## src/sv/uhte_pkg.sv

```systemverilog
// Package with shared types, constants and helpers for the hash table engine.
package uhte_pkg;

    localparam int NUM_BUCKETS_DEF = 64;
    localparam int CHAIN_DEPTH_DEF = 8;
    localparam int KEY_BITS_DEF    = 64;

    localparam logic [63:0] RESET_MULT_A  = 64'd1;
    localparam logic [63:0] RESET_ADD_B   = 64'd0;
    localparam logic [63:0] RESET_PRIME_P = 64'd18446744073709551557;
    localparam logic [6:0]  RESET_BUCKETS = 7'd5;

    typedef enum logic [1:0] {
        OP_INSERT = 2'd0,
        OP_REMOVE = 2'd1,
        OP_LOOKUP = 2'd2,
        OP_ALT    = 2'd3
    } op_t;

    typedef enum logic [1:0] {
        ST_OK      = 2'd0,
        ST_PRESENT = 2'd1,
        ST_ABSENT  = 2'd2,
        ST_FULL    = 2'd3
    } status_t;

    typedef enum logic [1:0] {
        CFG_MULT_A  = 2'd0,
        CFG_ADD_B   = 2'd1,
        CFG_PRIME_P = 2'd2,
        CFG_BUCKETS = 2'd3
    } cfg_idx_t;

    typedef struct packed {
        logic [1:0]  operation;
        logic [63:0] key;
        logic [63:0] value;
    } req_t;

    typedef struct packed {
        logic [1:0]  status;
        logic        found;
        logic [63:0] value_out;
        logic [5:0]  bucket_index;
        logic [9:0]  entry_count;
    } rsp_t;

    typedef struct packed {
        logic [1:0]  operation;
        logic [63:0] key;
        logic [63:0] value;
        logic [6:0]  bucket;
    } work_t;

    typedef enum logic [2:0] {
        HS_IDLE,
        HS_REDA,
        HS_REDB,
        HS_MUL,
        HS_ADDB,
        HS_BKT,
        HS_PUSH
    } hash_state_t;

    typedef enum logic [2:0] {
        BS_CLEAR,
        BS_IDLE,
        BS_READ,
        BS_WAIT,
        BS_CHECK,
        BS_DONE
    } back_state_t;

    // Modular add for operands below m; m is nonzero.
    function automatic logic [63:0] add_mod(input logic [63:0] x, input logic [63:0] y,
                                            input logic [63:0] m);
        logic [64:0] s;
        begin
            s = {1'b0, x} + {1'b0, y};
            if (s[64] || s[63:0] >= m)
            begin
                s = s - {1'b0, m};
            end
            add_mod = s[63:0];
        end
    endfunction

endpackage

```

## src/sv/uhte_fifo.sv

```systemverilog
// Short queue between the hash front end and the table back end.
module uhte_fifo #(
    parameter int DEPTH = 2
) (
    input  logic           clk,
    input  logic           rst_n,
    input  logic           push,
    input  uhte_pkg::work_t din,
    output logic           full,
    input  logic           pop,
    output uhte_pkg::work_t dout,
    output logic           empty
);
    import uhte_pkg::*;

    localparam int AW = (DEPTH > 1) ? $clog2(DEPTH) : 1;

    work_t           mem_reg [DEPTH];
    logic [AW-1:0]   wptr_reg;
    logic [AW-1:0]   rptr_reg;
    logic [AW:0]     cnt_reg;

    assign full  = (cnt_reg == (AW+1)'(DEPTH));
    assign empty = (cnt_reg == '0);
    assign dout  = mem_reg[rptr_reg];

    always_ff @(posedge clk)
    begin
        if (push && !full)
        begin
            mem_reg[wptr_reg] <= din;
        end
    end

    always_ff @(posedge clk or negedge rst_n)
    begin
        if (!rst_n)
        begin
            wptr_reg <= '0;
            rptr_reg <= '0;
            cnt_reg  <= '0;
        end
        else
        begin
            if (push && !full)
            begin
                wptr_reg <= (wptr_reg == AW'(DEPTH - 1)) ? '0 : wptr_reg + 1'b1;
            end
            if (pop && !empty)
            begin
                rptr_reg <= (rptr_reg == AW'(DEPTH - 1)) ? '0 : rptr_reg + 1'b1;
            end
            cnt_reg <= cnt_reg + (AW+1)'(push && !full) - (AW+1)'(pop && !empty);
        end
    end

    a_no_overflow: assert property (@(posedge clk) disable iff (!rst_n)
        cnt_reg <= (AW+1)'(DEPTH)) else $error("queue count past depth");
    a_pop_nonempty: assert property (@(posedge clk) disable iff (!rst_n)
        (pop && empty) |=> $stable(rptr_reg)) else $error("read pointer moved on empty");
    a_push_full: assert property (@(posedge clk) disable iff (!rst_n)
        (push && full && !pop) |=> $stable(wptr_reg)) else $error("write on full queue");

endmodule

```

## config.mk

```make
export PLATFORM = sky130hd
export DESIGN_NAME = uhte_fifo
export DESIGN_NICKNAME = d
export VERILOG_FILES = /design/src/sv/uhte_pkg.sv /design/src/sv/uhte_fifo.sv
export SDC_FILE = /design/constraint.sdc
export NUM_CORES = 1
export LEC_CHECK = 0
export BUFFER_PORTS_ARGS = -buffer_cell sky130_fd_sc_hd__buf_2
export CORE_MARGIN = 4
export CORE_UTILIZATION = 45
export CTS_CLUSTER_SIZE = 14
export DETAILED_ROUTE_END_ITERATION = 7
export PLACE_DENSITY = 0.75
export SLEW_MARGIN = 20
export SYNTH_ARGS = -nofsm -noshare
export SYNTH_HDL_FRONTEND = slang
export SYNTH_SLANG_ARGS = --single-unit
```

## constraint.sdc

```tcl
create_clock -name clk -period 16.7 [get_ports clk]
set_input_delay 2.505 -clock clk [delete_from_list [all_inputs] [get_ports clk]]
set_output_delay 2.505 -clock clk [all_outputs]
set_load 0.02 [all_outputs]
```

* Yosys cells after proc, flatten, opt, wreduce, memory -nomap -nowiden
Memory sizes are Yosys's and may differ from the RTL's.
Index checks and enable logic that the tools add are counted.
** Cells by class
- Equal/unequal tests :: 1
- Add/subtract/negate cells :: 4
- Mux-type cells :: 4
- Reduce and logical (&&, ||, !) cells :: 5
** Operator list (count)
- 2-to-1 mux 1 bit :: 4
- adder 1 bit (second input constant) :: 2
- adder 2 x 1 -> 2 bit :: 1
- == test 2 bit (second input constant) :: 1
- logical AND 1 bit :: 2
- logical NOT 1 bit :: 2
- logical NOT 2 bit :: 1
- subtractor 2 x 1 -> 2 bit :: 1
** Storage, ports and cells
- Logic and storage cells :: 18
- RAM bits :: 274
- Bits in registers :: 4
- Input bits :: 141
- Memories :: 1
** Memory list
- mem_reg :: depth 2, width 137, rd ports 1, clocked after memory_dff 0, wr ports 1, line uhte_fifo.sv:18 : work_t mem_reg [DEPTH];

* Depth between registers and ports, before layout
- Depth after elaboration :: 5
- Depth in mapped cells :: 7
- Depth with buffers taken out :: 7

* Worst setup path before layout
OpenSTA, ideal clock, no wires.
- Kind :: input -> register
- Start :: input push
- End :: memory mem_reg[0][0] (netlist bit), enable pin
- Stages :: 2
- Setup slack :: 7.776 ns
- Required time :: 16.065 ns
- Data arrival time :: 8.289 ns
- Setup time :: 0.635 ns
- Cell sequence :: nand2_1 nor2_1
** On the way
- Longest elaborated chain between the ends :: 3
** RTL lines
- from (decl) :: line uhte_fifo.sv:7 : input logic push,
- logical AND 1 bit :: line uhte_fifo.sv:29 : if (push && !full)
- 2-to-1 mux 1 bit :: line uhte_fifo.sv:29
- 2-to-1 mux 1 bit (not written as such) :: line uhte_fifo.sv:31 : mem_reg[wptr_reg] <= din;
- to (decl) :: line uhte_fifo.sv:18
Every way passes these cells.

==> results.yml <==
clock_network:
  clockRootBuffer: "clkbuf_16"
  postCtsSetupBuffers: 0
  cts_hold_buffers: 0
  clk_latency_ns: 0.52
  clockBufferDepth: 3
  htreeDepth: 1
  clock-sinks: 278
  cts_resized: 0
  path_clk_slew_ns: 0.06
  cts_buffers: 28
  cts_tree: "built"
yosys:
  synth-seq-cells: 278
  ys_warn_count: 0
  synthFlopType: "edfxtp_1"
  syn_nets: 587
  synthArstFlopShare: 0.0144
  yosysTopAreaCell: "edfxtp_1"
  synthTopCellsByArea: "edfxtp_1 81%, mux2_2 15%, buf_6 1.6%"
  synth.top_cell.area_share: 0.812
  synth_common_cells: "274 x edfxtp_1, 137 x mux2_2, 14 x buf_6"
  synth_cells: 444
  yosysMostFrequentCell: "edfxtp_1"
  syn_area_per_cell_um2: 22.8
  synth_edf_count: 274
  syn_area_um2: 10100
  synthDistinctLibCells: 14
  seq_area_frac_synth: 0.822
placement:
  portBuffers: 279
  dp.cells: 992
  post-place-ws_ns: 11.58
  dp_hpwl_mm: 12.4
  place_area_um2: 11800
  globalplace.congestion: 0.730
worst_setup_path:
  start_kind: "flip-flop"
  cp_max_fo: 71
  rr_startpoint: "cnt_reg[0]"
  critPathRequiredTime_ns: 14.20
  end_kind: "primary output"
  crit_type: "reg -> out"
  reg2reg_slack_ns: 13.97
  crit_arrival_ns: 3.13
  critPathLaunch: "rptr_reg"
drt:
  drc: 0
  via_per_inst: 4.89
  wl_per_cell_um: 17.9
  vias: 5123
  routed_wl_mm: 18.8
  dr.pass1.iters: 4
  ant_nets: 0
  drtIter0Drc: 214
grt:
  grt_pass1_vias: 5343
  grt.met1_usage: 0.173
  grt_use_total: 0.143
  antenna_found_initial: 4
  grt_use_met2: 0.239
  grt_pass1_wl_mm: 28.2
  busiest_layer: "met2"
  grt_max_degree: 76
  use_met3: 0.0511
  gr-total-overflow: 0
floorplanning:
  ios: 280
  core-area_um2: 22000
  start_util: 0.461
  fp.dieW_um: 158
  die-area_um2: 25000
  die_y_um: 158
  row_count: 54
sta:
  hold_viol: 0
  finalCriticalPeriod_ns: 5.63
  setup_viol_count_final: 0
  setup_slack_ns: 11.07
  rsz0062_at_grt: "no"
  finClkSkew_ns: 0.0122
  final.setup.tns_ns: 0
  slew_viol_final: 0
  maxSlewHeadroom: 0.321
  worst_slew_pin_slew_ns: 1.02
  hold-worst-slack_ns: 0.502
  finalCritPeriodShare: 0.337
  fmax_mhz: 178
final_layout:
  drive_gt1_frac: 0.609
  design.final.nets: 885
  design_area_um2: 12600
  syn2layout_area_growth_pct: 24.4
  fin_cells: 1048
  largest_reg_flops: 274
  final_util: 0.574
hold_path:
  min_from: "cnt_reg[1]"
  hold_path.class: "reg -> reg"
power:
  p_per_area_nw_per_um2: 182
  leakage_nw: 4.72
  finalPower_mw: 2.29
  ir_worst_vdd_v: 0.000201
run:
  drv_cap: 0
status:
  status: "complete, no violations"
-- final timing paths --
check,endpoint,cells after the start
setup / recovery,dout[122],3
hold / removal,cnt_reg[1],1
setup reg to reg,mem_reg[1][117],3
hold reg to reg,cnt_reg[1],1
max in group asynchronous,rptr_reg,1
min in group asynchronous,cnt_reg[1],1
-- power breakdown --
part           internal, mW  switching [mW]  total, mW
clock network         0.316           0.238      0.554
registers             0.956          0.0647       1.02
logic                 0.281           0.437      0.718
-- cell type report --
type                            instances  area [um^2]
Antenna cell                            4         10.0
Fill cell                            1705         9350
Tap cell                              280          350
Clock buffer                           33          741
Sequential cell                       278         8330
Timing Repair Buffer                  283         1430
Inverter                                2         7.51
Clock inverter                         19         92.6
Multi-Input combinational cell        149         1650
-- kinds of logic (layout without fill, tap and decap cells) --
family / after synthesis / in the layout / share of synthesized area
xor gates and xnor gates: 4 / 4 / 0.00346
buffers and inverters: 17 / 337 / 0.0168
and+or+nand+nor: 6 / 6 / 0.00297
adders and majority gates: 2 / 2 / 0.00247
DFF: 278 / 278 / 0.822
other: 0 / 4 / 0
muxes: 137 / 137 / 0.152
-- cell usage in the layout, fill, tap and decap left out --
cell,instances
buf_2,279
edfxtp_1,274
mux2_2,137
clkbuf_16,29
clkinv_2,11
clkinv_1,6
diode_2,4
clkbuf_1,4
buf_4,4
xnor2_1,3
dfrtp_1,3
inv_1,2
ha_1,2
clkinvlp_4,2
nor2_1,1
nor2b_1,1
nand2b_1,1
nand2_1,1
nor2_4,1
and3_4,1
xor2_1,1
dfrtp_4,1
-- worst max-delay path, stage by stage, from the launching register on --
cell     delay (ns)
dfrtp_4        1.00
buf_4          0.83
mux2_2         0.43
buf_2          0.16
-- per-layer routing --
layer,wire length [um],share of wire,up-vias
met5,7,0.00037,-
met4,438,0.023,2
met3,1890,0.10,42
met2,9330,0.50,197
met1,7110,0.38,2504
li1,-,-,2378
No activity file was read; power rests on OpenSTA's default activity.
